--- config.mk ---
export PLATFORM = sky130hd
export DESIGN_NAME = fasta_fastq_record_parser
export DESIGN_NICKNAME = d
export VERILOG_FILES = /design/src/rtl/core/ffrp_pkg.sv /design/src/rtl/core/fasta_fastq_record_parser.sv /design/src/rtl/core/ffrp_parser.sv /design/src/rtl/core/ffrp_out_queue.sv
export SDC_FILE = /design/constraint.sdc
export NUM_CORES = 1
export LEC_CHECK = 0
export CAP_MARGIN = 20
export CORE_ASPECT_RATIO = 1.25
export CORE_UTILIZATION = 30
export CTS_BUF_LIST = sky130_fd_sc_hd__clkbuf_16
export DETAILED_ROUTE_END_ITERATION = 12
export DONT_BUFFER_PORTS = 1
export GPL_TIMING_DRIVEN = 0
export MAX_ROUTING_LAYER = met4
export PLACE_DENSITY_LB_ADDON = 0.12
export RECOVER_POWER = 100
export SYNTH_ARGS = -nofsm -noshare
export SYNTH_HDL_FRONTEND = slang
export SYNTH_SLANG_ARGS = --single-unit
--- constraint.sdc ---
create_clock -name clk_i -period 5 [get_ports clk_i]
set_input_delay 0 -clock clk_i [delete_from_list [all_inputs] [get_ports clk_i]]
set_output_delay 0 -clock clk_i [all_outputs]
set_load 0.02 [all_outputs]
--- src/rtl/core/ffrp_pkg.sv ---
// Shared types and constants for the FASTA/FASTQ record parser.
// No dependencies; imported by every module of the block.
`default_nettype none

package ffrp_pkg;

  localparam int unsigned LenOutW = 24;
  localparam int unsigned QDepth  = 4;
  localparam int unsigned QAddrW  = 2;
  localparam int unsigned QCntW   = 3;

  localparam logic [2:0] KIND_NAME       = 3'd0;
  localparam logic [2:0] KIND_COMMENT    = 3'd1;
  localparam logic [2:0] KIND_SEQ        = 3'd2;
  localparam logic [2:0] KIND_QUAL       = 3'd3;
  localparam logic [2:0] KIND_REC_END    = 3'd4;
  localparam logic [2:0] KIND_STREAM_END = 3'd5;

  localparam logic [1:0] STAT_FASTA_OK = 2'd0;
  localparam logic [1:0] STAT_FASTQ_OK = 2'd1;
  localparam logic [1:0] STAT_QUAL_BAD = 2'd2;

  localparam logic [7:0] CH_GT      = 8'h3E;
  localparam logic [7:0] CH_AT      = 8'h40;
  localparam logic [7:0] CH_PLUS    = 8'h2B;
  localparam logic [7:0] CH_NL      = 8'h0A;
  localparam logic [7:0] CH_SPACE   = 8'h20;
  localparam logic [7:0] CH_TAB     = 8'h09;
  localparam logic [7:0] CH_CR      = 8'h0D;
  localparam logic [7:0] GRAPH_LO   = 8'd33;
  localparam logic [7:0] GRAPH_HI   = 8'd126;
  localparam logic [7:0] QUAL_HI    = 8'd127;

  typedef struct packed {
    logic [2:0]         kind;
    logic [7:0]         text;
    logic [1:0]         status;
    logic [LenOutW-1:0] len;
    logic               last;
  } ffrp_res_t;

  typedef struct packed {
    logic first;
    logic second;
  } ffrp_push_t;

endpackage

`default_nettype wire

--- src/rtl/core/fasta_fastq_record_parser.sv ---
// FASTA/FASTQ record parser: one text byte or end-of-stream mark per transaction.
// Results are registered in a four-entry output queue, read from its head.
// Throughput: one input transaction per cycle while the queue has room; an end of
// stream inside a record yields two results, pushed into the queue together.
// Reset: header search, zeroed length counters, empty output queue.
// Depends on ffrp_pkg, ffrp_parser, ffrp_out_queue.
`default_nettype none

module fasta_fastq_record_parser #(
  parameter int unsigned LENGTH_BITS = 24
) (
  input  wire         clk_i,
  input  wire         rst_ni,
  input  wire         s_axis_tvalid,
  output logic        s_axis_tready,
  input  wire  [7:0]  s_axis_tdata,   // [7:0] data_byte
  input  wire         s_axis_tuser,   // [0] stream_end
  output logic        m_axis_tvalid,
  input  wire         m_axis_tready,
  output logic [39:0] m_axis_tdata,   // [7:0] text_byte, [9:8] record_status,
                                      // [33:10] sequence_length, [39:34] zero
  output logic [2:0]  m_axis_tuser,   // [2:0] item_kind
  output logic        m_axis_tlast    // last_of_run
);
  import ffrp_pkg::*;

  logic       accept;
  logic       room;
  ffrp_push_t push;
  ffrp_res_t  res0, res1, head;

  assign accept        = s_axis_tvalid && room;
  assign s_axis_tready = room;

  ffrp_parser #(
    .LENGTH_BITS(LENGTH_BITS)
  ) u_parser (
    .clk_i        (clk_i),
    .rst_ni       (rst_ni),
    .accept_i     (accept),
    .data_byte_i  (s_axis_tdata),
    .stream_end_i (s_axis_tuser),
    .push_o       (push),
    .res0_o       (res0),
    .res1_o       (res1)
  );

  ffrp_out_queue u_queue (
    .clk_i   (clk_i),
    .rst_ni  (rst_ni),
    .push_i  (push),
    .res0_i  (res0),
    .res1_i  (res1),
    .room_o  (room),
    .valid_o (m_axis_tvalid),
    .pop_i   (m_axis_tready),
    .head_o  (head)
  );

  assign m_axis_tdata = {6'd0, head.len, head.status, head.text};
  assign m_axis_tuser = head.kind;
  assign m_axis_tlast = head.last;

endmodule

`default_nettype wire

--- src/rtl/core/ffrp_parser.sv ---
// Parse state, saturating length counters and per-byte result generation.
// Depends on ffrp_pkg.
`default_nettype none

module ffrp_parser #(
  parameter int unsigned LENGTH_BITS = 24
) (
  input  wire                  clk_i,
  input  wire                  rst_ni,
  input  wire                  accept_i,
  input  wire  [7:0]           data_byte_i,
  input  wire                  stream_end_i,
  output ffrp_pkg::ffrp_push_t push_o,
  output ffrp_pkg::ffrp_res_t  res0_o,
  output ffrp_pkg::ffrp_res_t  res1_o
);
  import ffrp_pkg::*;

  localparam logic [2:0] PH_SEEK       = 3'd0;
  localparam logic [2:0] PH_NAME_FIRST = 3'd1;
  localparam logic [2:0] PH_NAME       = 3'd2;
  localparam logic [2:0] PH_COMMENT    = 3'd3;
  localparam logic [2:0] PH_SEQ        = 3'd4;
  localparam logic [2:0] PH_PLUS_LINE  = 3'd5;
  localparam logic [2:0] PH_QUAL       = 3'd6;

  logic [2:0]             phase_q, phase_d;
  logic [LENGTH_BITS-1:0] seq_cnt_q, seq_cnt_d;
  logic [LENGTH_BITS-1:0] qual_cnt_q, qual_cnt_d;
  logic                   is_ws;
  logic                   is_hdr;
  logic [LenOutW-1:0]     seq_len;
  ffrp_push_t             push;
  ffrp_res_t              res0, res1;

  assign is_ws   = (data_byte_i == CH_SPACE) ||
                   ((data_byte_i >= CH_TAB) && (data_byte_i <= CH_CR));
  assign is_hdr  = (data_byte_i == CH_GT) || (data_byte_i == CH_AT);
  assign seq_len = LenOutW'(seq_cnt_q);

  always_comb begin
    phase_d    = phase_q;
    seq_cnt_d  = seq_cnt_q;
    qual_cnt_d = qual_cnt_q;
    push       = '0;
    res0       = '0;
    res1       = '0;
    res0.last  = 1'b1;
    res1.last  = 1'b1;
    if (stream_end_i) begin
      phase_d    = PH_SEEK;
      seq_cnt_d  = '0;
      qual_cnt_d = '0;
      push.first = 1'b1;
      if ((phase_q == PH_NAME) || (phase_q == PH_COMMENT) || (phase_q == PH_SEQ) ||
          (phase_q == PH_PLUS_LINE) || (phase_q == PH_QUAL)) begin
        push.second = 1'b1;
        res0.kind   = KIND_REC_END;
        res0.len    = seq_len;
        res0.last   = 1'b0;
        if (phase_q == PH_PLUS_LINE) begin
          res0.status = STAT_QUAL_BAD;
        end else if (phase_q == PH_QUAL) begin
          res0.status = (qual_cnt_q == seq_cnt_q) ? STAT_FASTQ_OK : STAT_QUAL_BAD;
        end else begin
          res0.status = STAT_FASTA_OK;
        end
        res1.kind = KIND_STREAM_END;
      end else begin
        res0.kind = KIND_STREAM_END;
      end
    end else begin
      res0.text = data_byte_i;
      unique case (phase_q)
        PH_NAME_FIRST, PH_NAME: begin
          if (is_ws) begin
            res0.text = '0;
            phase_d   = (data_byte_i == CH_NL) ? PH_SEQ : PH_COMMENT;
          end else begin
            push.first = 1'b1;
            res0.kind  = KIND_NAME;
            phase_d    = PH_NAME;
          end
        end
        PH_COMMENT: begin
          if (data_byte_i == CH_NL) begin
            phase_d = PH_SEQ;
          end else begin
            push.first = 1'b1;
            res0.kind  = KIND_COMMENT;
          end
        end
        PH_SEQ: begin
          if (is_hdr) begin
            push.first = 1'b1;
            res0.kind  = KIND_REC_END;
            res0.text  = '0;
            res0.len   = seq_len;
            seq_cnt_d  = '0;
            qual_cnt_d = '0;
            phase_d    = PH_NAME_FIRST;
          end else if (data_byte_i == CH_PLUS) begin
            phase_d = PH_PLUS_LINE;
          end else if ((data_byte_i >= GRAPH_LO) && (data_byte_i <= GRAPH_HI)) begin
            push.first = 1'b1;
            res0.kind  = KIND_SEQ;
            if (seq_cnt_q != '1) begin
              seq_cnt_d = seq_cnt_q + 1'b1;
            end
          end
        end
        PH_PLUS_LINE: begin
          if (data_byte_i == CH_NL) begin
            phase_d = PH_QUAL;
          end
        end
        PH_QUAL: begin
          if (qual_cnt_q < seq_cnt_q) begin
            if ((data_byte_i >= GRAPH_LO) && (data_byte_i <= QUAL_HI)) begin
              push.first = 1'b1;
              res0.kind  = KIND_QUAL;
              if (qual_cnt_q != '1) begin
                qual_cnt_d = qual_cnt_q + 1'b1;
              end
            end
          end else begin
            push.first  = 1'b1;
            res0.kind   = KIND_REC_END;
            res0.text   = '0;
            res0.status = STAT_FASTQ_OK;
            res0.len    = seq_len;
            seq_cnt_d   = '0;
            qual_cnt_d  = '0;
            phase_d     = PH_SEEK;
          end
        end
        default: begin
          if (is_hdr) begin
            seq_cnt_d  = '0;
            qual_cnt_d = '0;
            phase_d    = PH_NAME_FIRST;
          end else begin
            phase_d = PH_SEEK;
          end
        end
      endcase
    end
  end

  always_ff @(posedge clk_i or negedge rst_ni) begin
    if (!rst_ni) begin
      phase_q    <= PH_SEEK;
      seq_cnt_q  <= '0;
      qual_cnt_q <= '0;
    end else if (accept_i) begin
      phase_q    <= phase_d;
      seq_cnt_q  <= seq_cnt_d;
      qual_cnt_q <= qual_cnt_d;
    end
  end

  assign push_o = accept_i ? push : '0;
  assign res0_o = res0;
  assign res1_o = res1;

  a_qual_le_seq: assert property (@(posedge clk_i) disable iff (!rst_ni)
    (phase_q == PH_QUAL) |-> (qual_cnt_q <= seq_cnt_q))
    else $error("quality count ran past sequence count");

  a_second_needs_end: assert property (@(posedge clk_i) disable iff (!rst_ni)
    push_o.second |-> (push_o.first && stream_end_i))
    else $error("second result without end of stream");

  a_end_clears: assert property (@(posedge clk_i) disable iff (!rst_ni)
    (accept_i && stream_end_i) |=> ((phase_q == PH_SEEK) && (seq_cnt_q == '0)))
    else $error("end of stream did not restart the parser");

endmodule

`default_nettype wire

--- src/rtl/core/ffrp_out_queue.sv ---
// Four-entry result queue taking up to two results per cycle, one out.
// Depends on ffrp_pkg.
`default_nettype none

module ffrp_out_queue (
  input  wire                  clk_i,
  input  wire                  rst_ni,
  input  ffrp_pkg::ffrp_push_t push_i,
  input  ffrp_pkg::ffrp_res_t  res0_i,
  input  ffrp_pkg::ffrp_res_t  res1_i,
  output logic                 room_o,
  output logic                 valid_o,
  input  wire                  pop_i,
  output ffrp_pkg::ffrp_res_t  head_o
);
  import ffrp_pkg::*;

  ffrp_res_t          mem_q [QDepth];
  logic [QAddrW-1:0]  wr_ptr_q, wr_ptr_d;
  logic [QAddrW-1:0]  rd_ptr_q, rd_ptr_d;
  logic [QCntW-1:0]   cnt_q, cnt_d;
  logic [QAddrW-1:0]  wr_ptr_nx;
  logic               pop;

  assign pop       = pop_i && valid_o;
  assign wr_ptr_nx = wr_ptr_q + 1'b1;

  always_comb begin
    wr_ptr_d = wr_ptr_q + QAddrW'(push_i.first) + QAddrW'(push_i.second);
    rd_ptr_d = rd_ptr_q + QAddrW'(pop);
    cnt_d    = cnt_q + QCntW'(push_i.first) + QCntW'(push_i.second) - QCntW'(pop);
  end

  always_ff @(posedge clk_i or negedge rst_ni) begin
    if (!rst_ni) begin
      wr_ptr_q <= '0;
      rd_ptr_q <= '0;
      cnt_q    <= '0;
    end else begin
      wr_ptr_q <= wr_ptr_d;
      rd_ptr_q <= rd_ptr_d;
      cnt_q    <= cnt_d;
    end
  end

  always_ff @(posedge clk_i) begin
    if (push_i.first) begin
      mem_q[wr_ptr_q] <= res0_i;
    end
    if (push_i.second) begin
      mem_q[wr_ptr_nx] <= res1_i;
    end
  end

  assign valid_o = (cnt_q != '0);
  assign room_o  = (cnt_q <= QCntW'(QDepth - 2));
  assign head_o  = mem_q[rd_ptr_q];

  a_cnt_bound: assert property (@(posedge clk_i) disable iff (!rst_ni)
    cnt_q <= QCntW'(QDepth))
    else $error("result queue overflow");

  a_push_room: assert property (@(posedge clk_i) disable iff (!rst_ni)
    push_i.first |-> room_o)
    else $error("push into queue without room");

  a_last_drain: assert property (@(posedge clk_i) disable iff (!rst_ni)
    ((cnt_q == QCntW'(1)) && pop && !push_i.first) |=> !valid_o)
    else $error("queue not empty after last pop");

endmodule

`default_nettype wire
## Yosys cells after proc, flatten, opt, wreduce, memory -nomap -nowiden

Memories as Yosys holds them, arrays and structs flattened.
Index checks and enable logic that the tools add are counted.

| cells by class | value |
|---|---|
| add/sub/neg operators | 9 |
| $lt $le $gt $ge | 7 |
| equality and inequality tests | 24 |
| muxes and demuxes | 64 |
| reductions and logical operators | 19 |

Operator list:

| operator | count |
|---|---|
| 24-bit 2-to-1 mux | 12 |
| 24-bit case mux with 2 select lines | 2 |
| 24-bit case mux with 3 select lines | 1 |
| 24-bit by 1-bit adder with 24-bit output, second input constant | 2 |
| 24-bit inequality test, second input constant | 2 |
| 3-bit 2-to-1 mux | 14 |
| 34-bit 2-to-1 mux | 1 |
| 27-bit 2-to-1 mux | 1 |
| 26-bit 2-to-1 mux | 1 |
| 24-bit == test | 1 |
| 8-bit by 6-bit == test with 1-bit output, second input constant | 3 |
| 24-bit less-than comparator | 1 |
| 8-bit 2-to-1 mux | 3 |
| 8-bit case mux with 3 select lines | 1 |
| 1-bit 2-to-1 mux | 18 |
| 8-bit by 7-bit less-or-equal comparator with 1-bit output, second input constant | 2 |
| 4-bit by 3-bit inequality test with 1-bit output, second input constant | 4 |
| 3-bit case mux with 5 select lines | 1 |
| 2-bit 2-to-1 mux | 7 |
| 5-bit AND reduction | 2 |
| 3-bit == test, second input constant | 3 |
| 3-bit inequality test, second input constant | 3 |
| 3-bit case mux with 3 select lines | 1 |
| 8-bit by 4-bit == test with 1-bit output, second input constant | 1 |
| other kinds (21) | 36 |

| word-level totals | value |
|---|---|
| bits in registers | 58 |
| RAM bits | 152 |
| input port bits | 13 |
| output and inout bits | 46 |
| word-level logic and storage cells | 130 |
| memories kept | 1 |

Memory list:

| memory | depth | width | read ports | clocked after memory_dff | wr ports | RTL line | source |
|---|---|---|---|---|---|---|---|
| u_queue.mem_q | 4 | 38 | 1 | 0 | 2 | ffrp_out_queue.sv:18 | `ffrp_res_t mem_q [QDepth];` |

## Logic depth before layout (Yosys ltp)

Gate-level depths: netlist (run 1).

| logic depth | value |
|---|---|
| depth in word-level cells | 11 |
| depth in mapped cells | 13 |

## Modules after synthesis

Synthesis (run 1) repeated with hierarchy kept, for this count alone.

| unflattened totals | value |
|---|---|
| cells, all modules | 1004 |
| area, all modules | 12401.9 um^2 |

Modules (own cells, without submodules):

| module | times used | cells each | area an instance (um^2) | seq. area each (um^2) |
|---|---|---|---|---|
| ffrp_out_queue | 1 | 403 | 7748.7 | 4739.5 |
| ffrp_parser | 1 | 593 | 4598.2 | 1276.2 |
| fasta_fastq_record_parser | 1 | 8 | 55.1 | 0.0 |

## Worst setup path after synthesis (run 1)

OpenSTA, ideal clock, no wires.

| timing path | value |
|---|---|
| kind | register to register |
| from | register u_parser.seq_cnt_q[22] |
| to | register u_queue.cnt_q[2] |
| library setup time | 123 ps |
| arrival | 3388 ps |
| data required time | 4877 ps |
| slack | 1490 ps |
| stages on the path, launching flop included | 14 |
| path buffers | 0 |
| clock period less this slack | 3510 ps |
| path through | dfrtp_1 inv_1 ha_1 nand4_1 or4_1 a211o_1 nand4_1 o2111ai_1 and2_1 ha_1 inv_1 fa_1 fa_1 xnor2_1 |

| on the way | value |
|---|---|
| word-level cells in the longest chain between the ends | 8 |

Ends and longest elaborated chain:

| item | RTL line | source |
|---|---|---|
| from (decl) | ffrp_parser.sv:28 | `logic [LENGTH_BITS-1:0] seq_cnt_q, seq_cnt_d;` |
| from (signal assigned) | ffrp_parser.sv:157 | `seq_cnt_q <= seq_cnt_d;` |
| 24-bit less-than comparator | ffrp_parser.sv:118 | `if (qual_cnt_q < seq_cnt_q) begin` |
| 1-bit 2-to-1 mux | ffrp_parser.sv:118 |  |
| 1-bit case mux with 4 select lines | ffrp_parser.sv:74 | `unique case (phase_q)` |
| 1-bit 2-to-1 mux | ffrp_parser.sv:50 | `if (stream_end_i) begin` |
| 2-bit 2-to-1 mux | ffrp_parser.sv:162 | `assign push_o = accept_i ? push : '0;` |
| 3-bit by 1-bit adder with 3-bit output (2 in a row) | ffrp_out_queue.sv:31 | `cnt_d = cnt_q + QCntW'(push_i.first) + QCntW'(push_i.second) - QCntW'(pop);` |
| 3-bit by 1-bit subtractor with 3-bit output | ffrp_out_queue.sv:31 |  |
| named net u_queue.cnt_d[2] | ffrp_out_queue.sv:21 | `logic [QCntW-1:0] cnt_q, cnt_d;` |
| to (signal assigned) | ffrp_out_queue.sv:42 | `cnt_q <= cnt_d;` |
| to (decl) | ffrp_out_queue.sv:21 |  |

The timed path passes the listed nets, and every way through them passes these cells.
A chain may end at the register's enable or synchronous reset.

==> results.json, run 1 <==
{
  "chip_width_um": 170,
  "met2RoutedLength_um": 15700,
  "setup_viol": 0,
  "post-route-min-period_ns": 4.28,
  "worstPathArrival_ns": 4.56,
  "final-max-slew-violation-count": 77,
  "timing.critical_path.mode_cell": "inv_1",
  "worst_hold_startpoint": "s_axis_tdata[5]",
  "final.setup_skew_ns": 0.0186,
  "layout-drive-gt1-share_pct": 10.2,
  "synthesis.area_mm2": 0.0106,
  "failed_checks": "capacitance limit, slew limit",
  "route.detailed.drc": 0,
  "setup.worst_path.class": "reg -> reg",
  "largest_fanout_of_any_net_on_the_critical_path": 10,
  "max-clock-path-buffers": 3,
  "routedWlPerCell_um": 20.8,
  "power_leakage_nw": 4.56,
  "num_io_pins": 59,
  "number_of_antenna_violations_at_the_first_check_in_global_routing": 0,
  "worstHoldPathCells": 2,
  "firstDrtPassIters": 4,
  "grt_usage_pct": 19.1,
  "postRouteAntennaNets": 0,
  "period_share_pct": 85.6,
  "crit_path_max_incr_delay_ns": 1.41,
  "worst_pin_slew_ns": 3.54,
  "status": "complete, but fails checks",
  "topRoutingLayerUsed": "met4",
  "worst_skew_pair.late_latency_ns": 0.53,
  "die_area_mm2": 0.0360,
  "critical_path.endpoint_type": "flip-flop",
  "syn-instance-count": 1036,
  "rr_startpoint": "u_parser.seq_cnt_q[22]",
  "min-delay-path-class": "in -> reg",
  "antenna_cells": 0,
  "post-cts-setup-buffer-count": 0,
  "htree_num_levels": 1,
  "whs_endpoint": "u_queue.mem_q[3][32]",
  "pre_cts_slack_ns": 0.865,
  "prevailing_post_synth_register_cell": "dfxtp_1",
  "cap_violations": 3,
  "global_route.overflow_total": 0,
  "post-route-worst-setup-slack_ns": 0.722,
  "io_buffers": 0,
  "unrepaired_setup_endpoints_after_global_routing": "false",
  "number_of_cts_inserted_buffers": 24,
  "clock_sink_count": 210,
  "r2r_cells": 10,
  "final_tns_setup_ns": 0,
  "yosysSeqAreaShare_pct": 43.2,
  "cp-start-kind": "flip-flop",
  "powerDensity_mw_per_mm2": 483,
  "hpwlAfterDp_um": 23500,
  "pin_count_of_the_biggest_net_entering_global_routing": 59,
  "final_nets": 1127,
  "grt_pass1_vias": 8521,
  "async_flop_share_pct": 27.6,
  "netlist_top_cells_area": "dfxtp_1 (27%), dfrtp_1 (14%), mux4_2 (8.1%), o2bb2ai_1 (6.0%), ha_1 (3.4%)",
  "cp.required_ns": 5.28,
  "met3RoutedLength_um": 1190,
  "yosys_warnings": 0,
  "synth.avg_cell_area_um2": 10.2,
  "die_h_um": 212,
  "drt-vias-per-instance": 5.31,
  "total_wire_length_um": 32600,
  "grt_pass1_wl_um": 51100,
  "post_synth_most_frequent_cells": "dfxtp_1 (144), nand2_1 (83), o2bb2ai_1 (72), dfrtp_1 (58), a21oi_1 (52)",
  "timing.reg2reg.setup_slack_ns": 0.72,
  "yosysUniqueCellTypes": 67,
  "synth_most_common_cell": "dfxtp_1",
  "finalHoldViolations": 0,
  "tritoncts": "built",
  "detail_route.iter0.violations": 361,
  "row_count": 76,
  "core_area_mm2": 0.0346,
  "via_count": 8318,
  "synth_top_cell_by_area": "dfxtp_1",
  "max_slew_margin_pct": -136,
  "area_growth_syn_to_layout_pct": 13.1,
  "cell_chain_of_the_critical_path": "inv_1 -> ha_1 -> nand4_1 -> nor2_1 -> a22oi_1 -> and4_1 -> a21boi_0 -> nor3_1 -> buf_6 -> inv_1",
  "crit_path_top_delay_cell": "nor3_1",
  "synth.top_cell.area_share_pct": 27.3,
  "clockRootBuffer": "clkbuf_16",
  "clkTransAtPathRegs_ns": 0.06,
  "timing.fmax_mhz": 234,
  "postSynthRegisterBits": 210,
  "finalHoldWorstSlack_ns": 0.107,
  "place_congestion": 0.834,
  "start_util_pct": 30.6,
  "final.fill_count": 3607,
  "ir_worst_vdd_mv": 0.218,
  "synth-edff-count": 8,
  "route.layer.met1.wl_um": 15100,
  "worstReg2RegEnd": "u_queue.mem_q[1][37]"
}
## final cells by class
| cell class | instances | area (um^2) | area share, % |
|---|---|---|---|
| Timing Repair Buffer | 15 | 134 | 1.12 |
| Multi-Input combinational cell | 706 | 5400 | 45.1 |
| Clock buffer | 24 | 601 | 5.02 |
| Buffer | 81 | 419 | 3.50 |
| Tap cell | 468 | 586 | 4.90 |
| Inverter | 44 | 165 | 1.38 |
| Clock inverter | 18 | 86.3 | 0.722 |
| Sequential cell | 210 | 4570 | 38.2 |
## layer usage
| layer | GRT usage (%) | vias up |
|---|---|---|
| met2 | 31.3 | 145 |
| met4 | 4.57 | 0 |
| met3 | 2.51 | 47 |
| met5 | - | - |
| li1 | - | 4006 |
| met1 | 24.8 | 4120 |
## per-stage QoR
step | utilization [%] | power, mW | cells | area [um^2]
floorplan | - | 3.60 | 1041 | 10600
global placement | 32.3 | 4.23 | 1509 | 11200
detailed placement | 32.3 | 4.24 | 1510 | 11200
CTS | 34.7 | 5.87 | 1565 | 12000
global route | 34.6 | 6.11 | 1566 | 12000
finish | 34.6 | 5.77 | 1566 | 12000
## logic make-up (layout without fill, tap and decap cells)
family / Yosys count / count (layout) / share of synthesized area [%]
AND/OR/NAND/NOR: 301 / 301 / 15.3
AO/OA/AOI/OAI: 276 / 276 / 18.9
flip-flops: 210 / 210 / 43.2
buffers and inverters: 125 / 182 / 5.61
multiplexers: 74 / 74 / 11.5
adder cells (fa/ha/maj): 32 / 32 / 4.00
XOR/XNOR: 17 / 17 / 1.41
other: 1 / 6 / 0.0354
## power breakdown
part	total (mW)	internal [mW]	switching [mW]
combinational	2.08	0.726	1.35
sequential	2.12	1.95	0.163
clock	1.58	0.867	0.714
## what timing repair did
item | in CTS | in global routing
hold buffers | 13 | 0
resized for setup | 0 | 0
hold endpoints to repair | 88 | 0
## critical path, delay by kind of cell (launching register included)
family | cells | cell delay [ns]
fa+ha+maj | 1 | 0.31
flops | 1 | 0.44
simple gates | 4 | 2.14
buf+inv | 3 | 0.46
compound gates | 2 | 0.67
## worst max path at each step
stage	startpoint	to	cells after the start
2_1_floorplan	u_parser.seq_cnt_q[22]	u_queue.cnt_q[2]	13
3_3_place_gp	u_parser.seq_cnt_q[22]	u_queue.cnt_q[2]	13
3_5_place_dp	u_parser.seq_cnt_q[22]	u_queue.cnt_q[2]	13
4_1_cts	u_parser.seq_cnt_q[22]	u_queue.cnt_q[2]	13
5_1_grt	u_parser.seq_cnt_q[22]	u_queue.mem_q[0][37]	10
6_report	u_parser.seq_cnt_q[22]	u_queue.mem_q[1][37]	10
## registers in the layout (all words and copies together), names as in the netlist
register / cells
u_parser.phase_q: 3
u_parser.qual_cnt_q: 24
u_parser.seq_cnt_q: 24
u_queue.cnt_q: 3
u_queue.mem_q: 152
u_queue.rd_ptr_q: 2
u_queue.wr_ptr_q: 2
## placed cells by master (no fill, tap or decap), types with 6 or more instances in the layout
master         netlist  layout
dfxtp_1            144     144
nand2_1             83      83
o2bb2ai_1           72      72
dfrtp_1             58      58
inv_1               42      53
o21ai_0             51      52
a21oi_1             52      52
clkbuf_1            33      44
nand3_1             42      42
nor2_1              37      40
mux4_2              38      38
mux2i_1             35      35
a32o_1              33      33
ha_1                29      29
clkbuf_16            0      24
buf_2               27      22
nand4_1             22      22
o31ai_1             20      20
or4_1               19      19
and3_1              15      15
and2_1              16      14
nor3_1              12      14
xor2_1              14      14
or3_1               12      12
dlygate4sd3_1        0      12
buf_6                9       9
and4_1               8       8
edfxtp_1             8       8
nor4_1               6       6
o211ai_1             6       6
buf_4                6       6
conb_1               1       6
No activity file was read; power rests on OpenSTA's default activity.
==> run 2: changes to the inputs <==
--- a/config.mk
+++ b/config.mk
@@ -7,13 +7,13 @@
 export LEC_CHECK = 0
 export CAP_MARGIN = 20
 export CORE_ASPECT_RATIO = 1.25
-export CORE_UTILIZATION = 30
+export CORE_UTILIZATION = 60
 export CTS_BUF_LIST = sky130_fd_sc_hd__clkbuf_16
 export DETAILED_ROUTE_END_ITERATION = 12
 export DONT_BUFFER_PORTS = 1
 export GPL_TIMING_DRIVEN = 0
 export MAX_ROUTING_LAYER = met4
-export PLACE_DENSITY_LB_ADDON = 0.12
+export PLACE_DENSITY = 0.82
 export RECOVER_POWER = 100
 export SYNTH_ARGS = -nofsm -noshare
 export SYNTH_HDL_FRONTEND = slang
==> results.json, run 2 (synthesis results as in run 1) <==
{
  "unrepaired_setup_endpoints_after_global_routing": "false",
  "area_growth_syn_to_layout_pct": 9.07,
  "cap_violations": 2,
  "number_of_antenna_violations_at_the_first_check_in_global_routing": 0,
  "final.setup_skew_ns": 0.0130,
  "critical_path.endpoint_type": "flip-flop",
  "tritoncts": "built",
  "post-route-min-period_ns": 4.34,
  "pre_cts_slack_ns": 0.995,
  "routedWlPerCell_um": 21.4,
  "setup.worst_path.class": "reg -> reg",
  "post-route-worst-setup-slack_ns": 0.660,
  "place_congestion": 0.960,
  "grt_usage_pct": 32.6,
  "firstDrtPassIters": 5,
  "htree_num_levels": 1,
  "failed_checks": "capacitance limit, slew limit",
  "row_count": 53,
  "period_share_pct": 86.8,
  "post-cts-setup-buffer-count": 0,
  "max-clock-path-buffers": 3,
  "hpwlAfterDp_um": 19800,
  "final_tns_setup_ns": 0,
  "setup_viol": 0,
  "largest_fanout_of_any_net_on_the_critical_path": 10,
  "postRouteAntennaNets": 0,
  "start_util_pct": 62.1,
  "worstPathArrival_ns": 4.76,
  "final-max-slew-violation-count": 68,
  "ir_worst_vdd_mv": 0.275,
  "powerDensity_mw_per_mm2": 480,
  "power_leakage_nw": 4.49,
  "final.fill_count": 1318,
  "antenna_cells": 0,
  "die_h_um": 150,
  "clkTransAtPathRegs_ns": 0.06,
  "die_area_mm2": 0.0182,
  "chip_width_um": 121,
  "core_area_mm2": 0.0170,
  "io_buffers": 0,
  "clock_sink_count": 210,
  "worst_skew_pair.late_latency_ns": 0.50,
  "clockRootBuffer": "clkbuf_16",
  "timing.fmax_mhz": 230,
  "cp-start-kind": "flip-flop",
  "status": "complete, but fails checks",
  "most_common_library_cell_in_the_layout_ignoring_fill_and_taps": "dfxtp_1",
  "largest_register_ffs": 152,
  "via_count": 8739,
  "grt_pass1_vias": 8632,
  "layout_common_cells": "dfxtp_1 (144), nand2_1 (83), o2bb2ai_1 (72)",
  "max_slew_margin_pct": -115,
  "final_nets": 1123,
  "route.detailed.drc": 0,
  "reg_top3": "u_queue.mem_q x152, u_parser.qual_cnt_q x24, u_parser.seq_cnt_q x24",
  "grt_pass1_wl_um": 45300,
  "cp.required_ns": 5.42,
  "finalHoldViolations": 0,
  "detail_route.iter0.violations": 811,
  "layout-drive-gt1-share_pct": 9.53,
  "total_wire_length_um": 28000,
  "number_of_cts_inserted_buffers": 21,
  "global_route.overflow_total": 0,
  "ctsHoldBuffers": 13,
  "drt-vias-per-instance": 6.67,
  "largest_register": "u_queue.mem_q",
  "post_cts_resized": 0,
  "min-delay-path-class": "in -> reg",
  "worst_pin_slew_ns": 3.22,
  "num_io_pins": 59,
  "pin_count_of_the_biggest_net_entering_global_routing": 59
}
[run 2: cell count changes in the layout (fill, tap and decap cells not counted), moves of 2 or more]
| cell | change |
|---|---|
| buf_6 | -5 |
| clkbuf_1 | +5 |
| inv_1 | -5 |
| buf_2 | -2 |
| clkbuf_16 | -2 |
| clkinv_1 | +2 |
| clkinv_2 | -2 |
[run 2: power by group]
part | internal [mW] | total [mW] | switching, mW
Sequential | 1.95 | 2.12 | 0.166
Combinational | 0.713 | 1.99 | 1.28
Clock | 0.793 | 1.43 | 0.642
[run 2: layout make-up]
type                            instances  area [um^2]  area share (%)
Timing Repair Buffer                   14          131            1.14
Inverter                               44          165            1.43
Multi-Input combinational cell        706         5400            46.8
Tap cell                              220          275            2.39
Clock buffer                           22          551            4.77
Buffer                                 81          382            3.31
Sequential cell                       210         4570            39.6
Clock inverter                         14         63.8           0.553
[run 2: metal layers]
layer | wire length (um) | up-vias | global-route usage, %
met4 | 917 | 0 | 12.2
met2 | 13900 | 338 | 54.3
met1 | 11400 | 4329 | 40.7
met5 | 0 | - | -
met3 | 1830 | 72 | 4.32
li1 | - | 4000 | -
[run 2: critical path, stage by stage, from the launching register on]
cell	delay, ns
dfrtp_1	0.45
inv_1	0.07
ha_1	0.31
nand4_1	0.19
nor2_1	0.07
a22oi_1	0.36
and4_1	0.40
a21boi_0	0.28
nor3_1	1.34
clkbuf_1	0.58
o2bb2ai_1	0.19
[run 2: stage by stage]
step	utilization, %	hold slack [ns]	cells	area, um^2	power, mW
2_1_floorplan	-	-0.296	1041	10600	3.60
3_3_place_gp	63.8	-0.293	1261	10900	4.05
3_5_place_dp	63.8	-0.293	1261	10900	4.11
4_1_cts	68.3	0.0715	1310	11600	5.56
5_1_grt	67.7	0.127	1311	11500	5.81
6_report	67.7	0.121	1311	11500	5.54
[run 2: final timing paths]
check | start | endpoint | slack (ns) | cells after the start
worst max-delay path | u_parser.seq_cnt_q[22] | u_queue.mem_q[0][4] | 0.66 | 10
worst min-delay path | s_axis_tdata[5] | u_queue.mem_q[3][32] | 0.12 | 2
worst max register to register | u_parser.seq_cnt_q[22] | u_queue.mem_q[0][4] | 0.66 | 10
worst min register to register | u_queue.mem_q[0][0] | u_queue.mem_q[0][0] | 0.46 | 2
max in group asynchronous | rst_ni | u_parser.seq_cnt_q[12] | 2.03 | 2
min in group asynchronous | rst_ni | u_parser.qual_cnt_q[1] | 1.17 | 2
==> run 3: changes to the inputs <==
--- a/config.mk
+++ b/config.mk
@@ -5,6 +5,7 @@
 export SDC_FILE = /design/constraint.sdc
 export NUM_CORES = 1
 export LEC_CHECK = 0
+export ABC_AREA = 1
 export CAP_MARGIN = 20
 export CORE_ASPECT_RATIO = 1.25
 export CORE_UTILIZATION = 60
==> results.json, run 3 <==
{
  "post_cts_resized": 0,
  "post-route-min-period_ns": 4.36,
  "synth_most_common_cell": "nand2_1",
  "final_nets": 2039,
  "status": "complete, but fails checks",
  "yosys_warnings": 0,
  "tritoncts": "built",
  "timing.critical_path.mode_cell": "nand2_1",
  "final-max-slew-violation-count": 59,
  "hpwlAfterDp_um": 28500,
  "min-delay-path-class": "in -> reg",
  "die_h_um": 163,
  "layout_common_cells": "nand2_1 (520), nor2_1 (292), inv_1 (255)",
  "finalHoldViolations": 0,
  "critical_path.endpoint_type": "flip-flop",
  "sequential_cell_area_mm2": 0.00457,
  "chip_width_um": 131,
  "unrepaired_setup_endpoints_after_global_routing": "false",
  "global_route.overflow_total": 0,
  "setup_viol": 0,
  "ir_worst_vdd_mv": 0.323,
  "cp-start-kind": "flip-flop",
  "row_count": 58,
  "cell_chain_of_the_critical_path": "clkbuf_1 -> inv_1 -> ha_1 -> nand2_1 -> nor2_1 -> nand2_1 -> nor2_1 -> nand2_1 -> nand3_1 -> inv_1 -> nand3_1 -> nand2_1 -> nand2_1 -> clkbuf_1 -> clkbuf_1 -> nand3_1 -> o21ai_0",
  "worst_skew_pair.late_latency_ns": 0.51,
  "worst_path_dominant_cell_family": "buffers and inverters",
  "powerDensity_mw_per_mm2": 566,
  "syn-instance-count": 1952,
  "yosysSeqAreaShare_pct": 36.6,
  "period_share_pct": 87.1,
  "max-clock-path-buffers": 3,
  "layout-drive-gt1-share_pct": 5.03,
  "grt_usage_pct": 38.0,
  "yosysUniqueCellTypes": 44,
  "final.fill_count": 1861,
  "final.setup_skew_ns": 0.0133,
  "start_util_pct": 61.8,
  "largest_register": "u_queue.mem_q",
  "failed_checks": "capacitance limit, slew limit",
  "postSynthRegisterBits": 210,
  "htree_num_levels": 1,
  "synth-edff-count": 8,
  "clockRootBuffer": "clkbuf_16",
  "clkTransAtPathRegs_ns": 0.07,
  "worst_pin_slew_ns": 3.39,
  "synth_top_cell_by_area": "dfxtp_1",
  "netlist_top_cells_area": "dfxtp_1 (23%), nand2_1 (16%), dfrtp_1 (12%), nor2_1 (8.8%), a21oi_1 (8.6%)",
  "total_area_of_multi_input_combinational_cells_mm2": 0.00632,
  "clock_sink_count": 210,
  "synthesis.area_mm2": 0.0125,
  "reg_top3": "u_queue.mem_q x152, u_parser.qual_cnt_q x24, u_parser.seq_cnt_q x24",
  "antenna_cells": 0,
  "finalHoldWorstSlack_ns": 0.0469,
  "synth.top_cell.area_share_pct": 23.1,
  "largest_register_ffs": 152,
  "power_leakage_nw": 7.30,
  "area_growth_syn_to_layout_pct": 8.20,
  "firstDrtPassIters": 8,
  "place_congestion": 0.950,
  "post_synth_most_frequent_cells": "nand2_1 (519), nor2_1 (292), inv_1 (246), a21oi_1 (216), dfxtp_1 (144)",
  "postRouteAntennaNets": 0,
  "worstPathArrival_ns": 4.77,
  "crit_path_top_delay_cell": "clkbuf_1",
  "pin_count_of_the_biggest_net_entering_global_routing": 59,
  "detail_route.iter0.violations": 1228,
  "grt_pass1_wl_um": 62300,
  "core_area_mm2": 0.0202,
  "worst-path-buf-inv": 5,
  "via_count": 12615,
  "drt-vias-per-instance": 5.54,
  "timing.fmax_mhz": 230,
  "prevailing_post_synth_register_cell": "dfxtp_1",
  "max_slew_margin_pct": -126,
  "io_buffers": 0,
  "most_common_library_cell_in_the_layout_ignoring_fill_and_taps": "nand2_1",
  "num_io_pins": 59,
  "async_flop_share_pct": 27.6,
  "die_area_mm2": 0.0214,
  "grt_pass1_vias": 12230,
  "final_tns_setup_ns": 0,
  "cp.required_ns": 5.42,
  "total_wire_length_um": 39300,
  "largest_fanout_of_any_net_on_the_critical_path": 10,
  "routedWlPerCell_um": 17.3,
  "number_of_cts_inserted_buffers": 22,
  "crit_path_max_incr_delay_ns": 0.49,
  "route.detailed.drc": 0,
  "number_of_antenna_violations_at_the_first_check_in_global_routing": 0,
  "setup.worst_path.class": "reg -> reg",
  "synth.avg_cell_area_um2": 6.41,
  "timing.reg2reg.setup_slack_ns": 0.64,
  "cap_violations": 1
}
-- run 3: logic make-up after synthesis --
kind of cell    after synthesis  synth area share (%)
other cells                   1                0.0300
buf+inv                     381                  12.7
simple gates                970                  31.7
xor+xnor                     33                  2.31
compound gates              325                  13.2
flops                       210                  36.6
fa+ha+maj                    32                  3.38
-- run 3: per-layer routing --
layer  GRT usage (%)  wire, um  vias up
met5               -         0        -
met4            24.0      2570        0
met3            4.28      2650      165
met2            65.8     19200      550
met1            42.0     14900     5742
li1                -         -     6158
-- run 3: worst reg2reg max path, cell delays in order (launching register included) --
cell	delay [ns]
dfrtp_1	0.32
clkbuf_1	0.45
inv_1	0.20
ha_1	0.32
nand2_1	0.04
nor2_1	0.12
nand2_1	0.08
nor2_1	0.30
nand2_1	0.15
nand3_1	0.29
inv_1	0.19
nand3_1	0.20
nand2_1	0.27
nand2_1	0.15
clkbuf_1	0.49
clkbuf_1	0.45
nand3_1	0.14
o21ai_0	0.10
-- run 3: area by class of cell --
cell class / instances / share of cell area (%)
Multi-Input combinational cell: 1366 / 46.7
Sequential cell: 210 / 33.8
Inverter: 259 / 7.19
Clock buffer: 24 / 4.44
Buffer: 122 / 4.09
Tap cell: 270 / 2.50
Timing Repair Buffer: 13 / 0.916
Clock inverter: 12 / 0.351
-- run 3: power by group --
part,switching [mW],total [mW],internal [mW]
logic,2.46,3.47,1.00
registers,0.318,2.68,2.36
clock network,0.666,1.52,0.852
-- run 3: path summary, 6_finish.rpt --
path                                        start                 endpoint  cells after the start
min in group asynchronous                  rst_ni   u_parser.seq_cnt_q[16]                      2
hold / removal                    s_axis_tdata[1]      u_parser.phase_q[2]                      6
setup reg to reg           u_parser.seq_cnt_q[20]  u_parser.qual_cnt_q[13]                     17
max in group asynchronous                  rst_ni      u_queue.rd_ptr_q[1]                      2
hold reg to reg               u_queue.mem_q[2][0]      u_queue.mem_q[2][0]                      2
setup / recovery           u_parser.seq_cnt_q[20]  u_parser.qual_cnt_q[13]                     17
-- run 3: metrics by stage --
step           setup WS [ns]  instances  util (%)  instance area [um^2]  power (mW)
3_3_place_gp            1.05       2227      63.5                 12900        5.99
4_1_cts                 1.01       2276      67.4                 13700        7.64
3_5_place_dp            1.01       2227      63.5                 12900        6.10
5_1_grt                0.421       2276      66.8                 13500        8.21
2_1_floorplan           1.89       1957         -                 12500        5.29
6_report               0.645       2276      66.8                 13500        7.66
-- run 3: timing repair --
| item | in CTS | in global routing |
|---|---|---|
| buffers inserted | 0 | 0 |
| endpoints found under the hold margin | 107 | 0 |
| hold buffers | 13 | 0 |
